==> src/rtl/dbl_pkg.sv <==
// dbl_pkg: shared widths, constants, angle table and sideband types for the
// dual-beam link power pipeline. No dependencies.
package dbl_pkg;

    localparam int POS_W   = 24;
    localparam int DIFF_W  = 25;
    localparam int ANG_W   = 16;
    localparam int PWR_W   = 16;
    localparam int OUT_W   = 18;
    localparam int SUM_W   = 19;
    localparam int HBW_W   = 15;
    localparam int MG_W    = 15;
    localparam int SG_W    = 16;
    localparam int CFG_W   = 16;
    localparam int IDX_W   = 2;
    localparam int TAB_LEN = 24;
    localparam int TAB_W   = 23;
    localparam int VX_W    = 36;
    localparam int Z_W     = 25;
    localparam int Q_W     = 14;
    localparam int RX_W    = 33;
    localparam int DV_W    = 15;
    localparam int NUM_W   = 37;
    localparam int QUO_W   = 23;
    localparam int REM_W   = 15;
    localparam int COS_W   = 31;
    localparam int GAIN_W  = 17;
    localparam int PROD_W  = MG_W + COS_W;

    localparam logic signed [Z_W-1:0]   DEG90    = 25'sd5898240;
    localparam logic [NUM_W-1:0]        DEG90_U  = 37'd5898240;
    localparam logic signed [ANG_W+1:0] ANG180   = 18'sd23040;
    localparam logic signed [ANG_W+1:0] ANG360   = 18'sd46080;
    localparam logic signed [RX_W-1:0]  INV_K    = 33'sd652032874;
    localparam logic signed [RX_W-1:0]  ONE30    = 33'sd1073741824;
    localparam logic [PROD_W-1:0]       HALF30   = 46'd536870912;
    localparam logic signed [SUM_W-1:0] OUT_MAX  = 19'sd131071;
    localparam logic signed [SUM_W-1:0] OUT_MIN  = -19'sd131072;

    localparam logic [TAB_W-1:0] ATAN_TAB [TAB_LEN] = '{
        23'd2949120, 23'd1740967, 23'd919879, 23'd466945, 23'd234379, 23'd117304,
        23'd58666,   23'd29335,   23'd14668,  23'd7334,   23'd3667,   23'd1833,
        23'd917,     23'd458,     23'd229,    23'd115,    23'd57,     23'd29,
        23'd14,      23'd7,       23'd4,      23'd2,      23'd1,      23'd0
    };

    typedef enum logic [IDX_W-1:0] {
        CFG_HALF_BW   = 2'd0,
        CFG_MAX_GAIN  = 2'd1,
        CFG_SIDE_GAIN = 2'd2
    } t_cfg_idx;

    typedef struct packed {
        logic                    dx_neg;
        logic                    dx_zero;
        logic                    dy_neg;
        logic                    dy_zero;
        logic signed [ANG_W-1:0] tx_beam;
        logic signed [ANG_W-1:0] rx_beam;
        logic signed [PWR_W-1:0] tx_power;
    } t_link_side;

    typedef struct packed {
        logic [1:0]              in_lobe;
        logic signed [PWR_W-1:0] tx_power;
    } t_lobe_side;

endpackage

==> src/rtl/dbl_div.sv <==
// dbl_div: two-lane pipelined restoring divider, one quotient bit per stage,
// giving the lobe phase. Depends on dbl_pkg.
module dbl_div (
    input  logic                          i_clk,
    input  logic                          i_rst_n,
    input  logic                          i_en,
    input  logic                          i_valid,
    input  logic [dbl_pkg::NUM_W-1:0]     i_num [2],
    input  logic [dbl_pkg::DV_W-1:0]      i_den,
    input  dbl_pkg::t_lobe_side           i_side,
    output logic                          o_valid,
    output logic [dbl_pkg::QUO_W-1:0]     o_quo [2],
    output dbl_pkg::t_lobe_side           o_side
);
    import dbl_pkg::*;

    logic [QUO_W-1:0]  r_v;
    logic [REM_W-1:0]  r_rem [QUO_W][2];
    logic [QUO_W-1:0]  r_q   [QUO_W][2];
    logic [NUM_W-1:0]  r_n   [QUO_W][2];
    t_lobe_side        r_s   [QUO_W];

    logic [REM_W-1:0]  n_rem [QUO_W][2];
    logic [QUO_W-1:0]  n_q   [QUO_W][2];
    logic [NUM_W-1:0]  n_n   [QUO_W][2];

    logic [REM_W-1:0]  s_rem;
    logic [QUO_W-1:0]  s_q;
    logic [NUM_W-1:0]  s_n;
    logic [REM_W:0]    step;

    function automatic logic [REM_W:0] div_step(input logic [REM_W-1:0] rem,
                                                input logic nb,
                                                input logic [DV_W-1:0] den);
        logic [REM_W:0] t;
        logic [REM_W:0] d;
        t = {rem, nb};
        d = {1'b0, den};
        if (t >= d) begin
            div_step = {1'b1, REM_W'(t - d)};
        end else begin
            div_step = {1'b0, t[REM_W-1:0]};
        end
    endfunction

    always_comb begin
        s_rem = '0;
        s_q   = '0;
        s_n   = '0;
        step  = '0;
        for (int k = 0; k < QUO_W; k++) begin
            for (int l = 0; l < 2; l++) begin
                if (k == 0) begin
                    s_n   = i_num[l];
                    s_rem = {1'b0, i_num[l][NUM_W-1:QUO_W]};
                    s_q   = '0;
                end else begin
                    s_n   = r_n[(k == 0) ? 0 : k-1][l];
                    s_rem = r_rem[(k == 0) ? 0 : k-1][l];
                    s_q   = r_q[(k == 0) ? 0 : k-1][l];
                end
                step = div_step(s_rem, s_n[QUO_W-1-k], i_den);
                s_q[QUO_W-1-k] = step[REM_W];
                n_rem[k][l] = step[REM_W-1:0];
                n_q[k][l]   = s_q;
                n_n[k][l]   = s_n;
            end
        end
    end

    always_ff @(posedge i_clk) begin
        if (!i_rst_n) begin
            r_v <= '0;
        end else if (i_en) begin
            r_v <= {r_v[QUO_W-2:0], i_valid};
        end
    end

    always_ff @(posedge i_clk) begin
        if (i_en) begin
            r_rem <= n_rem;
            r_q   <= n_q;
            r_n   <= n_n;
            r_s[0] <= i_side;
            for (int k = 1; k < QUO_W; k++) begin
                r_s[k] <= r_s[k-1];
            end
        end
    end

    assign o_valid  = r_v[QUO_W-1];
    assign o_quo[0] = r_q[QUO_W-1][0];
    assign o_quo[1] = r_q[QUO_W-1][1];
    assign o_side   = r_s[QUO_W-1];

endmodule

==> config.mk <==
export PLATFORM = sky130hd
export DESIGN_NAME = dbl_div
export DESIGN_NICKNAME = d
export VERILOG_FILES = /design/src/rtl/dbl_pkg.sv /design/src/rtl/dbl_div.sv
export SDC_FILE = /design/constraint.sdc
export NUM_CORES = 2
export LEC_CHECK = 0
export BUFFER_PORTS_ARGS = -buffer_cell sky130_fd_sc_hd__buf_2
export CORE_MARGIN = 2
export CORE_UTILIZATION = 60
export CTS_CLUSTER_DIAMETER = 150
export DETAILED_ROUTE_END_ITERATION = 8
export HOLD_SLACK_MARGIN = 0.03
export MAX_ROUTING_LAYER = met4
export PLACE_DENSITY = 0.85
export SYNTH_ARGS = -nofsm -noshare
export SYNTH_HDL_FRONTEND = slang
export SYNTH_SLANG_ARGS = --single-unit
==> constraint.sdc <==
create_clock -name i_clk -period 9.9 [get_ports i_clk]
set_input_delay 0.495 -clock i_clk [delete_from_list [all_inputs] [get_ports i_clk]]
set_output_delay 0.495 -clock i_clk [all_outputs]
set_load 0.01 [all_outputs]
# Yosys cells after proc, flatten, opt, wreduce, memory -nomap -nowiden
# Memory sizes are Yosys's and may differ from the RTL's.
# Cells that the tools add are included.
# Widths: inputs -> output; s select.
[totals] register_bits=1741 mem_bits_rw=414 out_inout_bits=65 n_memories=1
[op_classes] n_addsub=46 n_lt_le_gt_ge=46 n_mux=48
[memory_table] memory="r_s" depth=23 width=18 read_ports=23 rd_ports_with_merged_regs=0 wr=23 line_no="dbl_div.sv:21" text="t_lobe_side r_s [QUO_W];"
[op_table] operator="$mux 16" n=46
[op_table] operator="$ge 16x15->1" n=44
[op_table] operator="$sub 15x15->15" n=46
[op_table] operator="$ge 15x15->1" n=2
[op_table] operator="$mux 1" n=2

# Depth between registers and ports, before layout
[depth] depth_word=2 ltp_mapped=13

# Worst setup path before layout
# OpenSTA, ideal clock, no wires.
[synth_path] path_type="input to register" from="in i_den[7] (netlist bit)" to="reg r_rem[114] (netlist bit) (data pin)" setup_ps=260 t_arrival_ps=3821 t_required_ps=9640 path_slack_ps=5819 path_stages=12 n_path_buf=2 path_cell_list="inv_1 ha_1 a21o_1 a31o_1 a221o_1 a211o_1 a41oi_2 o21ai_1 a211o_1 buf_6 buf_6 mux2_4"
[synth_lines] item="from (decl)" line_no="dbl_div.sv:9" text="input logic [dbl_pkg::DV_W-1:0] i_den,"
[synth_lines] item="to (signal assigned)" line_no="dbl_div.sv:81" text="r_rem <= n_rem;"
[synth_lines] item="to (decl)" line_no="dbl_div.sv:18" text="logic [REM_W-1:0] r_rem [QUO_W][2];"

==> flow_summary_export.csv <==
group,metric,value,unit
drt,drtIter0Drc,6147,
power,p_sw,12200,µW
drt,via_per_inst,6.12,
worst_hold_path,hold_depth,3,
synthesis,avgSynthCellArea,13.9,µm²
sta,period_minus_slack,4.13,ns
worst_hold_path,hp-class,"primary input to flip-flop",
sta,rsz0062_at_grt,"false",
synthesis,synth_warnings,0,
floorplanning,start_util,0.602,
grt,grt_overflow,0,
floorplanning,fp-row-count,152,
setup_path,worstRegToRegCells,11,
synthesis,netlist_area,103000,µm²
clocking,h-tree-depth,4,
setup_path,end_kind,"flip-flop",
cells_and_area,layout.nets,8667,
synthesis,synth_area_leaders,"edfxtp_1 (62%), ha_1 (8.4%), mux2_2 (4.1%)",
clocking,clockBufferDepth,3,
setup_path,cp_max_fo,25,
drt,first_pass_iters,8,
sta,finalSetupViolations,0,
synthesis,synth_top_area_cell,"edfxtp_1",
cells_and_area,mostFrequentLayoutCell,"edfxtp_1",
drt,vias,62703,
power,seq_power_share,0.390,
power,power.total,35900,µW
cells_and_area,syn2layout_area_growth,11.3,%
synthesis,synth-seq-cells,2155,
setup_path,critPathLaunchType,"primary input",
floorplanning,dieWidth,418,µm
setup_path,crit_required,10.50,ns
grt,grt_pass1_wl,341,mm
grt,antenna_found_initial,2,
power,power_frac_comb,0.388,
setup_path,critPathKind,"primary input to flip-flop",
sta,relSlewSlack,0.193,
sta,fmax,242,MHz
grt,grt_pass1_vias,62629,
synthesis,synth_edf_count,2132,
power,p_leak,0.0430,µW
drt,drc,0,
sta,report.final.slew_viol_count,0,
power,p_int,23700,µW
placed_design,hpwl,134,mm
synthesis,ys_types,81,
placed_design,gp_congestion,0.925,
cells_and_area,drive_gt1_frac,0.128,
power,powerDensity,313,nW/µm²
power,power_frac_clock,0.222,
grt,grt_max_degree,208,
clocking,clk_latency,0.91,ns
grt,track_usage,0.255,
power,swShare,0.339,
status,outcome,"finished clean",
sta,fin_worst_skew,0.0612,ns
setup_path,cp.arrival,4.73,ns
floorplanning,die-area,175000,µm²
floorplanning,core,171000,µm²
drt,wl_per_cell,21.3,µm
sta,period_share,0.417,
synthesis,syn_inst,7407,
floorplanning,die_y,418,µm
synthesis,async_reset_ff_frac,0,
sta,holdWs,0.0861,ns
power,peakVddDrop,0.185,mV
clocking,cts-root-buf,"clkbuf_16",
synthesis,synth_top_area_share,0.621,
synthesis,yosysSeqAreaShare,0.626,
synthesis,syn-num-nets,8252,
sta,final-hold-violation-count,0,
synthesis,synthFlopType,"edfxtp_1",
floorplanning,io_pins,176,
sta,tns,0,ns
clocking,cts-buffers-inserted,208,
drt,postRouteAntennaNets,0,
clocking,clk_pin_slew,0.06,ns
flow_run,max-cap-violations,0,
cells_and_area,final_cell_mix,"edfxtp_1 (2132), ha_1 (690), o21ai_0 (471)",
sta,tightestPinTransition,1.20,ns
clocking,postCtsSetupBuffers,0,
clocking,cts_tree,"built",
clocking,cts.sinks,2155,
drt,wl,218,mm
placed_design,io_buffers,175,
cells in the mapped netlist, types with 17 or more instances:
| cell | instances |
|---|---|
| edfxtp_1 | 2132 |
| ha_1 | 690 |
| o21ai_0 | 472 |
| a21oi_1 | 446 |
| nor2_1 | 415 |
| mux2_2 | 379 |
| nand2_1 | 354 |
| xnor2_1 | 303 |
| inv_1 | 252 |
| a21o_1 | 153 |
| o21a_1 | 153 |
| nor2b_1 | 151 |
| xor2_1 | 130 |
| nand2b_1 | 109 |
| mux2i_1 | 89 |
| nor3_1 | 82 |
| nand3_1 | 75 |
| a31oi_1 | 74 |
| clkbuf_1 | 74 |
| nand4_1 | 67 |
| o31ai_1 | 54 |
| a211oi_1 | 45 |
| fa_1 | 44 |
| o31a_1 | 42 |
| and3_1 | 39 |
| or3_1 | 36 |
| o211ai_1 | 35 |
| o21bai_1 | 34 |
| nor4_1 | 26 |
| a211o_1 | 25 |
| a21boi_0 | 23 |
| and2_1 | 23 |
| dfxtp_1 | 23 |
| buf_4 | 22 |
| or2_2 | 19 |
| a31o_2 | 17 |
| or4_1 | 17 |
path summary, 6_finish.rpt:
check,slack [ns],startpoint,to
worst max register to register,6.13,n_n[600]$_DFFE_PP_,r_rem[254]$_DFFE_PP_
worst min-delay path,0.09,i_num[22],r_rem[660]$_DFFE_PP_
worst max-delay path,5.77,i_den[2],r_rem[448]$_DFFE_PP_
worst min register to register,0.38,n_q[424]$_DFFE_PP_,n_q[378]$_DFFE_PP_
worst max-delay path, stage by stage:
cell     delay, ns
buf_2         0.10
inv_2         0.11
buf_4         0.43
buf_4         0.56
ha_1          0.39
nor2b_1       0.16
o21a_1        0.19
o21ai_0       0.21
a21oi_1       0.16
a21oi_1       0.35
a31oi_1       0.17
nor3_2        0.93
mux2_2        0.43
state kept, by name (all words and copies together) (netlist names):
name and cells:
r_v 23, s_n 1, s_rem 15, n_q 506, o_quo 46, r_rem 645
r_s 414, n_n 505
power groups by stage:
stage	Clock, µW	Sequential, µW	Combinational (µW)
5_1_grt	8460	14100	15300
6_report	7960	14000	13900
2_1_floorplan	0	13500	10700
3_5_place_dp	0	14100	13300
3_3_place_gp	0	14100	12800
4_1_cts	8120	14000	13700
kinds of logic (layout without fill, tap and decap cells):
kind of cell,Yosys count,count (layout),synth area share
other,0,2,0
multiplexers,474,474,0.0509
AND/OR/NAND/NOR,1472,1472,0.0702
flip-flops,2155,2155,0.626
adder cells (fa/ha/maj),734,734,0.0923
buffers and inverters,377,973,0.0149
XOR/XNOR,433,433,0.0368
AO/OA/AOI/OAI,1762,1762,0.109
stage by stage:
stage,std cells,cell area [µm²],util,worst slack [ns]
6_report,10238,115000,0.670,5.77
5_1_grt,10238,115000,0.670,5.55
4_1_cts,10236,115000,0.670,5.87
3_5_place_dp,9754,107000,0.624,4.96
3_3_place_gp,9754,107000,0.624,5.09
2_1_floorplan,7407,103000,-,5.82
timing repair:
| item | in CTS | in global routing |
|---|---|---|
| gates resized for setup | 0 | 0 |
| endpoints found under the setup margin | 0 | 0 |
| endpoints found under the hold margin | 111 | 0 |
| hold buffers | 91 | 0 |
routing by layer:
layer | share of wire | global-route usage | vias to the layer above
li1 | - | - | 29408
met2 | 0.49 | 0.420 | 2325
met3 | 0.059 | 0.0390 | 664
met5 | 0 | - | -
met1 | 0.40 | 0.312 | 30306
met4 | 0.048 | 0.119 | 0
area by class of cell:
class,count,area [µm²]
diodes,2,5.00
clock buffers,240,5350
well taps,2233,2790
clock inverters,151,1610
multi-input cells,4875,37100
repair buffers,330,2430
fillers,11326,56400
flip-flops and latches,2155,64500
inverters,252,946
(Power assumes the default switching activity.)
