===== src/rtl/dbl_pkg.sv =====
// dbl_pkg: shared widths, constants, angle table and sideband types for the
// dual-beam link power pipeline. No dependencies.
package dbl_pkg;

    localparam int POS_W   = 24;
    localparam int DIFF_W  = 25;
    localparam int ANG_W   = 16;
    localparam int PWR_W   = 16;
    localparam int OUT_W   = 18;
    localparam int SUM_W   = 19;
    localparam int HBW_W   = 15;
    localparam int MG_W    = 15;
    localparam int SG_W    = 16;
    localparam int CFG_W   = 16;
    localparam int IDX_W   = 2;
    localparam int TAB_LEN = 24;
    localparam int TAB_W   = 23;
    localparam int VX_W    = 36;
    localparam int Z_W     = 25;
    localparam int Q_W     = 14;
    localparam int RX_W    = 33;
    localparam int DV_W    = 15;
    localparam int NUM_W   = 37;
    localparam int QUO_W   = 23;
    localparam int REM_W   = 15;
    localparam int COS_W   = 31;
    localparam int GAIN_W  = 17;
    localparam int PROD_W  = MG_W + COS_W;

    localparam logic signed [Z_W-1:0]   DEG90    = 25'sd5898240;
    localparam logic [NUM_W-1:0]        DEG90_U  = 37'd5898240;
    localparam logic signed [ANG_W+1:0] ANG180   = 18'sd23040;
    localparam logic signed [ANG_W+1:0] ANG360   = 18'sd46080;
    localparam logic signed [RX_W-1:0]  INV_K    = 33'sd652032874;
    localparam logic signed [RX_W-1:0]  ONE30    = 33'sd1073741824;
    localparam logic [PROD_W-1:0]       HALF30   = 46'd536870912;
    localparam logic signed [SUM_W-1:0] OUT_MAX  = 19'sd131071;
    localparam logic signed [SUM_W-1:0] OUT_MIN  = -19'sd131072;

    localparam logic [TAB_W-1:0] ATAN_TAB [TAB_LEN] = '{
        23'd2949120, 23'd1740967, 23'd919879, 23'd466945, 23'd234379, 23'd117304,
        23'd58666,   23'd29335,   23'd14668,  23'd7334,   23'd3667,   23'd1833,
        23'd917,     23'd458,     23'd229,    23'd115,    23'd57,     23'd29,
        23'd14,      23'd7,       23'd4,      23'd2,      23'd1,      23'd0
    };

    typedef enum logic [IDX_W-1:0] {
        CFG_HALF_BW   = 2'd0,
        CFG_MAX_GAIN  = 2'd1,
        CFG_SIDE_GAIN = 2'd2
    } t_cfg_idx;

    typedef struct packed {
        logic                    dx_neg;
        logic                    dx_zero;
        logic                    dy_neg;
        logic                    dy_zero;
        logic signed [ANG_W-1:0] tx_beam;
        logic signed [ANG_W-1:0] rx_beam;
        logic signed [PWR_W-1:0] tx_power;
    } t_link_side;

    typedef struct packed {
        logic [1:0]              in_lobe;
        logic signed [PWR_W-1:0] tx_power;
    } t_lobe_side;

endpackage


===== src/rtl/dbl_atan.sv =====
// dbl_atan: pipelined vectoring CORDIC giving the first-quadrant bearing of
// |dx|, |dy| in 1/128 degree. Depends on dbl_pkg.
module dbl_atan #(
    parameter int STEPS = 16
) (
    input  logic                                 i_clk,
    input  logic                                 i_rst_n,
    input  logic                                 i_en,
    input  logic                                 i_valid,
    input  logic signed [dbl_pkg::DIFF_W-1:0]    i_dx,
    input  logic signed [dbl_pkg::DIFF_W-1:0]    i_dy,
    input  dbl_pkg::t_link_side                  i_side,
    output logic                                 o_valid,
    output logic [dbl_pkg::Q_W-1:0]              o_q,
    output dbl_pkg::t_link_side                  o_side
);
    import dbl_pkg::*;

    logic [STEPS+1:0]       r_v;
    logic signed [VX_W-1:0] r_x [STEPS+1];
    logic signed [VX_W-1:0] r_y [STEPS+1];
    logic signed [Z_W-1:0]  r_z [STEPS+1];
    t_link_side             r_s [STEPS+2];
    logic [Q_W-1:0]         r_q;

    logic signed [VX_W-1:0] n_x [STEPS+1];
    logic signed [VX_W-1:0] n_y [STEPS+1];
    logic signed [Z_W-1:0]  n_z [STEPS+1];
    logic [Q_W-1:0]         n_q;

    logic [DIFF_W-1:0]      ax;
    logic [DIFF_W-1:0]      ay;
    logic signed [VX_W-1:0] xs;
    logic signed [VX_W-1:0] ys;
    logic signed [Z_W-1:0]  at;
    logic [TAB_W-1:0]       zc;
    logic [TAB_W:0]         zr;

    always_comb begin
        ax = i_dx[DIFF_W-1] ? DIFF_W'(-i_dx) : DIFF_W'(i_dx);
        ay = i_dy[DIFF_W-1] ? DIFF_W'(-i_dy) : DIFF_W'(i_dy);
        n_x[0] = $signed({{(VX_W-DIFF_W-8){1'b0}}, ax, 8'd0});
        n_y[0] = $signed({{(VX_W-DIFF_W-8){1'b0}}, ay, 8'd0});
        n_z[0] = '0;
        xs = '0;
        ys = '0;
        at = '0;
        for (int k = 0; k < STEPS; k++) begin
            xs = r_x[k] >>> k;
            ys = r_y[k] >>> k;
            at = $signed({{(Z_W-TAB_W){1'b0}}, ATAN_TAB[k]});
            if (!r_y[k][VX_W-1]) begin
                n_x[k+1] = r_x[k] + ys;
                n_y[k+1] = r_y[k] - xs;
                n_z[k+1] = r_z[k] + at;
            end else begin
                n_x[k+1] = r_x[k] - ys;
                n_y[k+1] = r_y[k] + xs;
                n_z[k+1] = r_z[k] - at;
            end
        end
        if (r_z[STEPS][Z_W-1]) begin
            zc = '0;
        end else if (r_z[STEPS] > DEG90) begin
            zc = DEG90[TAB_W-1:0];
        end else begin
            zc = r_z[STEPS][TAB_W-1:0];
        end
        zr  = {1'b0, zc} + (TAB_W+1)'(256);
        n_q = zr[9+Q_W-1:9];
    end

    always_ff @(posedge i_clk) begin
        if (!i_rst_n) begin
            r_v <= '0;
        end else if (i_en) begin
            r_v <= {r_v[STEPS:0], i_valid};
        end
    end

    always_ff @(posedge i_clk) begin
        if (i_en) begin
            for (int k = 0; k <= STEPS; k++) begin
                r_x[k] <= n_x[k];
                r_y[k] <= n_y[k];
                r_z[k] <= n_z[k];
            end
            r_s[0] <= i_side;
            for (int k = 1; k <= STEPS+1; k++) begin
                r_s[k] <= r_s[k-1];
            end
            r_q <= n_q;
        end
    end

    assign o_valid = r_v[STEPS+1];
    assign o_q     = r_q;
    assign o_side  = r_s[STEPS+1];

endmodule


===== config.mk =====
export PLATFORM = sky130hd
export DESIGN_NAME = dbl_atan
export DESIGN_NICKNAME = d
export VERILOG_FILES = /design/src/rtl/dbl_pkg.sv /design/src/rtl/dbl_atan.sv
export SDC_FILE = /design/constraint.sdc
export NUM_CORES = 2
export LEC_CHECK = 0
export BUFFER_PORTS_ARGS = -buffer_cell sky130_fd_sc_hd__buf_2
export CAP_MARGIN = 0
export CORE_MARGIN = 2
export CORE_UTILIZATION = 40
export CTS_BUF_LIST = sky130_fd_sc_hd__clkbuf_8
export CTS_CLUSTER_SIZE = 10
export DETAILED_ROUTE_END_ITERATION = 8
export PLACE_DENSITY = 0.61
export SETUP_SLACK_MARGIN = 0.15
export SYNTH_ARGS = -nofsm -noshare
export SYNTH_HDL_FRONTEND = slang
export SYNTH_SLANG_ARGS = --single-unit

===== constraint.sdc =====
create_clock -name i_clk -period 5.8 [get_ports i_clk]
set_input_delay 0.58 -clock i_clk [delete_from_list [all_inputs] [get_ports i_clk]]
set_output_delay 0.58 -clock i_clk [all_outputs]
set_load 0.02 [all_outputs]

After elaboration in Yosys (flattened, before gate mapping)
Memories as Yosys holds them, arrays and structs flattened.
Cells that the tools add are included.
{"block": "classes", "mux": 54, "n_lt_le_gt_ge": 1, "n_addsub": 98}
{"op": "two-way mux 36 bit", "n": 32}
{"op": "two-way mux 25 bit", "n": 18}
{"op": "adder 36 x 21 -> 36 bit", "n": 2}
{"op": "adder 36 x 22 -> 36 bit", "n": 2}
{"op": "adder 36 x 23 -> 36 bit", "n": 2}
{"op": "adder 36 x 24 -> 36 bit", "n": 2}
{"op": "adder 36 x 25 -> 36 bit", "n": 2}
{"op": "adder 36 x 26 -> 36 bit", "n": 2}
{"op": "adder 36 x 27 -> 36 bit", "n": 2}
{"op": "adder 36 x 28 -> 36 bit", "n": 2}
{"op": "adder 36 x 29 -> 36 bit", "n": 2}
{"op": "adder 36 x 30 -> 36 bit", "n": 2}
{"op": "adder 36 x 31 -> 36 bit", "n": 2}
{"op": "adder 36 x 32 -> 36 bit", "n": 2}
{"op": "adder 36 x 33 -> 36 bit", "n": 2}
{"op": "adder 36 x 34 -> 36 bit", "n": 2}
{"op": "adder 36 x 35 -> 36 bit", "n": 2}
{"op": "subtractor 36 x 21 -> 36 bit", "n": 2}
{"op": "subtractor 36 x 22 -> 36 bit", "n": 2}
{"op": "subtractor 36 x 23 -> 36 bit", "n": 2}
{"op": "subtractor 36 x 24 -> 36 bit", "n": 2}
{"op": "subtractor 36 x 25 -> 36 bit", "n": 2}
{"op": "subtractor 36 x 26 -> 36 bit", "n": 2}
{"op": "subtractor 36 x 27 -> 36 bit", "n": 2}
{"op": "other kinds (47)", "n": 59}
{"block": "word_totals", "regBits": 32, "elab_cells": 159, "mem_count": 4, "ram_bits": 2585, "input_bits": 106, "out_inout_bits": 67}
{"name": "r_s", "depth": 18, "word_bits": 52, "read_ports": 18, "rd_clocked_by_memory_dff": 0, "write_ports": 18, "line": "dbl_atan.sv:23", "rtl": "t_link_side r_s [STEPS+2];"}
{"name": "r_x", "depth": 17, "word_bits": 36, "read_ports": 16, "rd_clocked_by_memory_dff": 0, "write_ports": 17, "line": "dbl_atan.sv:20", "rtl": "logic signed [VX_W-1:0] r_x [STEPS+1];"}
{"name": "r_y", "depth": 17, "word_bits": 36, "read_ports": 16, "rd_clocked_by_memory_dff": 0, "write_ports": 17, "line": "dbl_atan.sv:21", "rtl": "logic signed [VX_W-1:0] r_y [STEPS+1];"}
{"name": "r_z", "depth": 17, "word_bits": 25, "read_ports": 17, "rd_clocked_by_memory_dff": 0, "write_ports": 17, "line": "dbl_atan.sv:22", "rtl": "logic signed [Z_W-1:0] r_z [STEPS+1];"}

Longest topological paths before layout
An unclocked memory read counts as a cell.
{"block": "logic_depth", "depth_word": 5, "depth_mapped": 22, "ltp_nobuf": 22}

Worst setup path before layout
OpenSTA, ideal clock, no wires.
{"block": "synth_path", "path_type": "reg2reg", "from": "memory r_y[5][10], in the netlist r_y[0][190]", "to": "memory r_x[6][35], in the netlist r_x[0][251], data pin", "n_path_buf": 0, "setup_time_ns": 0.259, "arrival_time_ns": 4.224, "setup_slack_ns": 1.317, "required_ns": 5.541, "synth_period_minus_slack_ns": 4.483, "stages_incl_launch_ff": 19, "path_cell_list": "edfxtp_1 -> or4_1 -> nor3b_1 -> nand2_1 -> nor2_1 -> nand2_1 -> o41ai_1 -> xor2_1 -> ha_1 -> and3_1 -> nand2_1 -> nor2_1 -> nand2_1 -> nor2_1 -> a2111oi_0 -> a21oi_1 -> o31ai_1 -> mux2i_1 -> nor2_1"}
{"element": "start, declared", "line": "dbl_atan.sv:21"}
{"element": "end, declared", "line": "dbl_atan.sv:20"}

==> results.yml <==
run_status:
  status: "finished clean"
sta:
  min_period_ns: 5.19
  finClkSkew_ns: 0.0865
  hold_viol: 0
  finalSetupViolations: 0
  hold_ws_ns: 0.181
  fin_crit_sh_pct: 89.5
  slew_headroom_pct: 30.3
  fmax_mhz: 193
  rsz0062_at_grt: "no"
  worstMarginPinSlew_ns: 1.05
  setup_slack_ns: 0.610
  finalSetupTns_ns: 0
  final_max_slew_viol_count: 0
die:
  fp.dieH_um: 607
  start_util_pct: 40.1
  io_pins: 173
  dieArea_mm2: 0.368
  die_w_um: 607
  core_area_mm2: 0.362
  rows: 221
logic_synthesis:
  synth-simple-area-share_pct: 12.0
  async_reset_ff_share_pct: 0
  yosys.area_share.xor_xnor_pct: 10.8
  yosys-mux-area-fraction_pct: 0.542
  synth_nets: 14800
  syn_inst: 13400
  ys.flop_type: "edfxtp_1"
  ys_seq_area_share_pct: 47.5
  ys_warn_count: 0
  yosys.area.top_type_share_pct: 47.2
  synth_area_per_cell_um2: 10.8
  synth_compound_area_share_pct: 15.6
  synth_edf_count: 2283
  synth_top_family_by_area: "compound AO/OA/AOI/OAI gates"
  synthesis.area_mm2: 0.145
  netlist_top_cells_area: "edfxtp_1 (47%), ha_1 (11%), xnor2_1 (7.1%)"
  ys_ff_latch: 2301
  yosysTopAreaCell: "edfxtp_1"
  synthAdderAreaFrac_pct: 11.6
  synth.distinct_cells: 102
placed_design:
  post-place-ws_ns: 0.631
  io_buffers: 172
  gp_congestion: 0.943
  place_hpwl_mm: 261
  dp.cells: 18300
detailed_routing:
  drcViolationCount: 0
  wl_per_cell_um: 17.9
  antenna_left: 0
  totalWireLength_mm: 344
  via_per_inst: 5.36
  drt_first_pass_iters: 6
  vias: 103000
  drt_first_iter_violations: 6212
grt:
  grt_use_met2_pct: 33.1
  grt_pass1_vias: 101000
  busiest_layer: "met2"
  grt_util_met1_pct: 21.5
  track_usage_pct: 18.2
  gr-usage-met3_pct: 2.23
  grt_pass1_wl_mm: 543
  antenna_found_initial: 6
  grt_max_degree: 177
  grt_remaining_overflow: 0
setup_path:
  crit_arrival_ns: 5.93
  reg2reg_depth: 16
  worstSetupPathType: "reg -> reg"
  worstPathMaxFanout: 6
  r2r-end: "r_x[0][212]$_DFFE_PP_"
  endpoint_kind: "register"
  r2r-start: "r_y[0][151]$_DFFE_PP_"
  reg2reg_slack_ns: 0.61
  start_kind: "register"
  worst_ep_required_time_ns: 6.54
flow_run:
  drv_cap: 0
finish:
  drive_gt1_share_pct: 6.82
  finalNetCount: 15500
  stdcell_count: 19200
  area_delta_synth_final_pct: 11.3
  nFillCells: 33900
hold_path:
  hold_depth: 3
  hp-start: "i_dy[24]"
  hold_end: "r_y[0][10]$_DFFE_PP_"
  hold_class: "in -> reg"
clocking:
  clk_path_buf_depth: 4
  cts_buffers: 408
  cts_tree: "yes"
  clock_sinks: 2301
  clkLatencyLatePin_ns: 1.08
  cts.root.buffer_cell: "clkbuf_8"
  clkTransAtPathRegs_ns: 0.06
  cts-htree-levels: 5
  cts_setup_buffers: 0
worst max-delay path by stage:
stage	start	endpoint	slack (ns)	depth (start not counted)
after detailed placement	r_y[0][196]$_DFFE_PP_	r_x[0][251]$_DFFE_PP_	0.63	18
after CTS	r_y[0][194]$_DFFE_PP_	r_x[0][251]$_DFFE_PP_	0.65	18
after global placement	r_y[0][153]$_DFFE_PP_	r_x[0][212]$_DFFE_PP_	0.73	16
after global routing	r_x[0][86]$_DFFE_PP_	r_y[0][142]$_DFFE_PP_	0.25	18
after floorplan	r_y[0][190]$_DFFE_PP_	r_x[0][251]$_DFFE_PP_	1.32	18
final	r_y[0][151]$_DFFE_PP_	r_x[0][212]$_DFFE_PP_	0.61	16
cell usage after synthesis (28+ instances only):
cell       count
mux2_2        29
or2_2         55
or4_1         54
o41ai_1       69
o21ai_0      543
nand2_1      688
mux2i_1       46
a21oi_1     1300
o31a_1        28
o211ai_1      48
a211oi_1      87
o21bai_1     163
clkbuf_1     163
ha_1        1298
a21o_1       519
nor2_1      1166
a31o_2        30
inv_1        541
nor4_1       102
fa_1          32
xor2_1       619
a31oi_1      160
a221oi_1      31
o21a_1       189
nor3b_1       28
and2_1        94
a2111oi_0     34
nand2b_1     159
o21ai_1       28
xnor2_1     1174
edfxtp_1    2283
and3_1       149
nand3_1      225
a211o_1       31
nor2b_1      195
o31ai_1       76
or3_1         91
nand4_1      100
nor3_1       372
what timing repair did:
| action | in CTS | in global routing |
|---|---|---|
| setup endpoints to repair | 0 | 2 |
| hold buffers | 131 | 0 |
| resized for setup | 0 | 2 |
| endpoints found under the hold margin | 132 | 0 |
metrics by stage:
step | instance area, µm² | util, %
final | 162000 | 44.7
after global routing | 162000 | 44.7
after CTS | 162000 | 44.6
after detailed placement | 152000 | 42.1
after global placement | 152000 | 42.1
after floorplan | 145000 | -
layout by cell type, fill, tap and decap left out, drive strengths merged, types with 54 or more instances in the layout:
cell type,count
nand2,688
a211oi,87
edfxtp,2283
nand4,100
nor2b,195
nor4,103
a21oi,1300
nor2,1167
ha,1298
a21o,519
nand3,226
o31ai,77
or2,57
nand2b,159
buf,295
and3,150
o21bai,163
o21a,189
o21ai,571
or4,54
nor3,373
o41ai,71
dlygate4sd3,131
or3,95
inv,670
xnor2,1174
and2,96
clkbuf,414
xor2,619
a31oi,160
clkinv,160
worst max-delay path, cell delays in order, from the launching register on:
cell and delay [ns]:
edfxtp_1 0.48, nor4_1 0.45, nand2_1 0.16, nor4_1 0.38, nand2_1 0.18, o41ai_1 0.34
xor2_1 0.18, ha_1 0.29, and3_1 0.22, and2_1 0.19, a221o_1 0.36, a21o_1 0.21
a41o_1 0.27, a2111oi_0 0.75, o41ai_1 0.15, a21oi_1 0.21, xnor2_1 0.08
cells by family (layout without fill, tap and decap cells):
| group | after synthesis | after routing |
|---|---|---|
| multiplexers | 75 | 75 |
| AND/OR/NAND/NOR | 3587 | 3587 |
| buffers and inverters | 737 | 1705 |
| other | 0 | 4 |
| XOR/XNOR | 1793 | 1793 |
| flip-flops | 2301 | 2301 |
| AO/OA/AOI/OAI | 3586 | 3586 |
| adder cells (fa/ha/maj) | 1330 | 1330 |
layout make-up:
type                    instances  area, µm²  share of cell area (%)
clock buffers                 414       5700                    3.53
multi-input cells           10400      73500                    45.5
well taps                    4794       6000                    3.71
inverters                     543       2040                    1.26
repair buffers                426       3270                    2.03
diodes                          4       10.0                 0.00619
clock inverters               322       2150                    1.33
flip-flops and latches       2301      68900                    42.6
layer usage:
layer	routed length, µm	vias up
li1	-	51400
met1	144000	48600
met2	172000	1933
met3	12500	753
met4	14900	8
met5	53	-
state kept, by name, summed over array words and instances (netlist names):
register	count
r_s	936
r_y	504
r_x	491
r_z	338
r_v	18
o_q	14
Power is left out: the tool's default activity adds up to more than one toggle a clock period on the data nets, which glitch-free logic cannot reach.
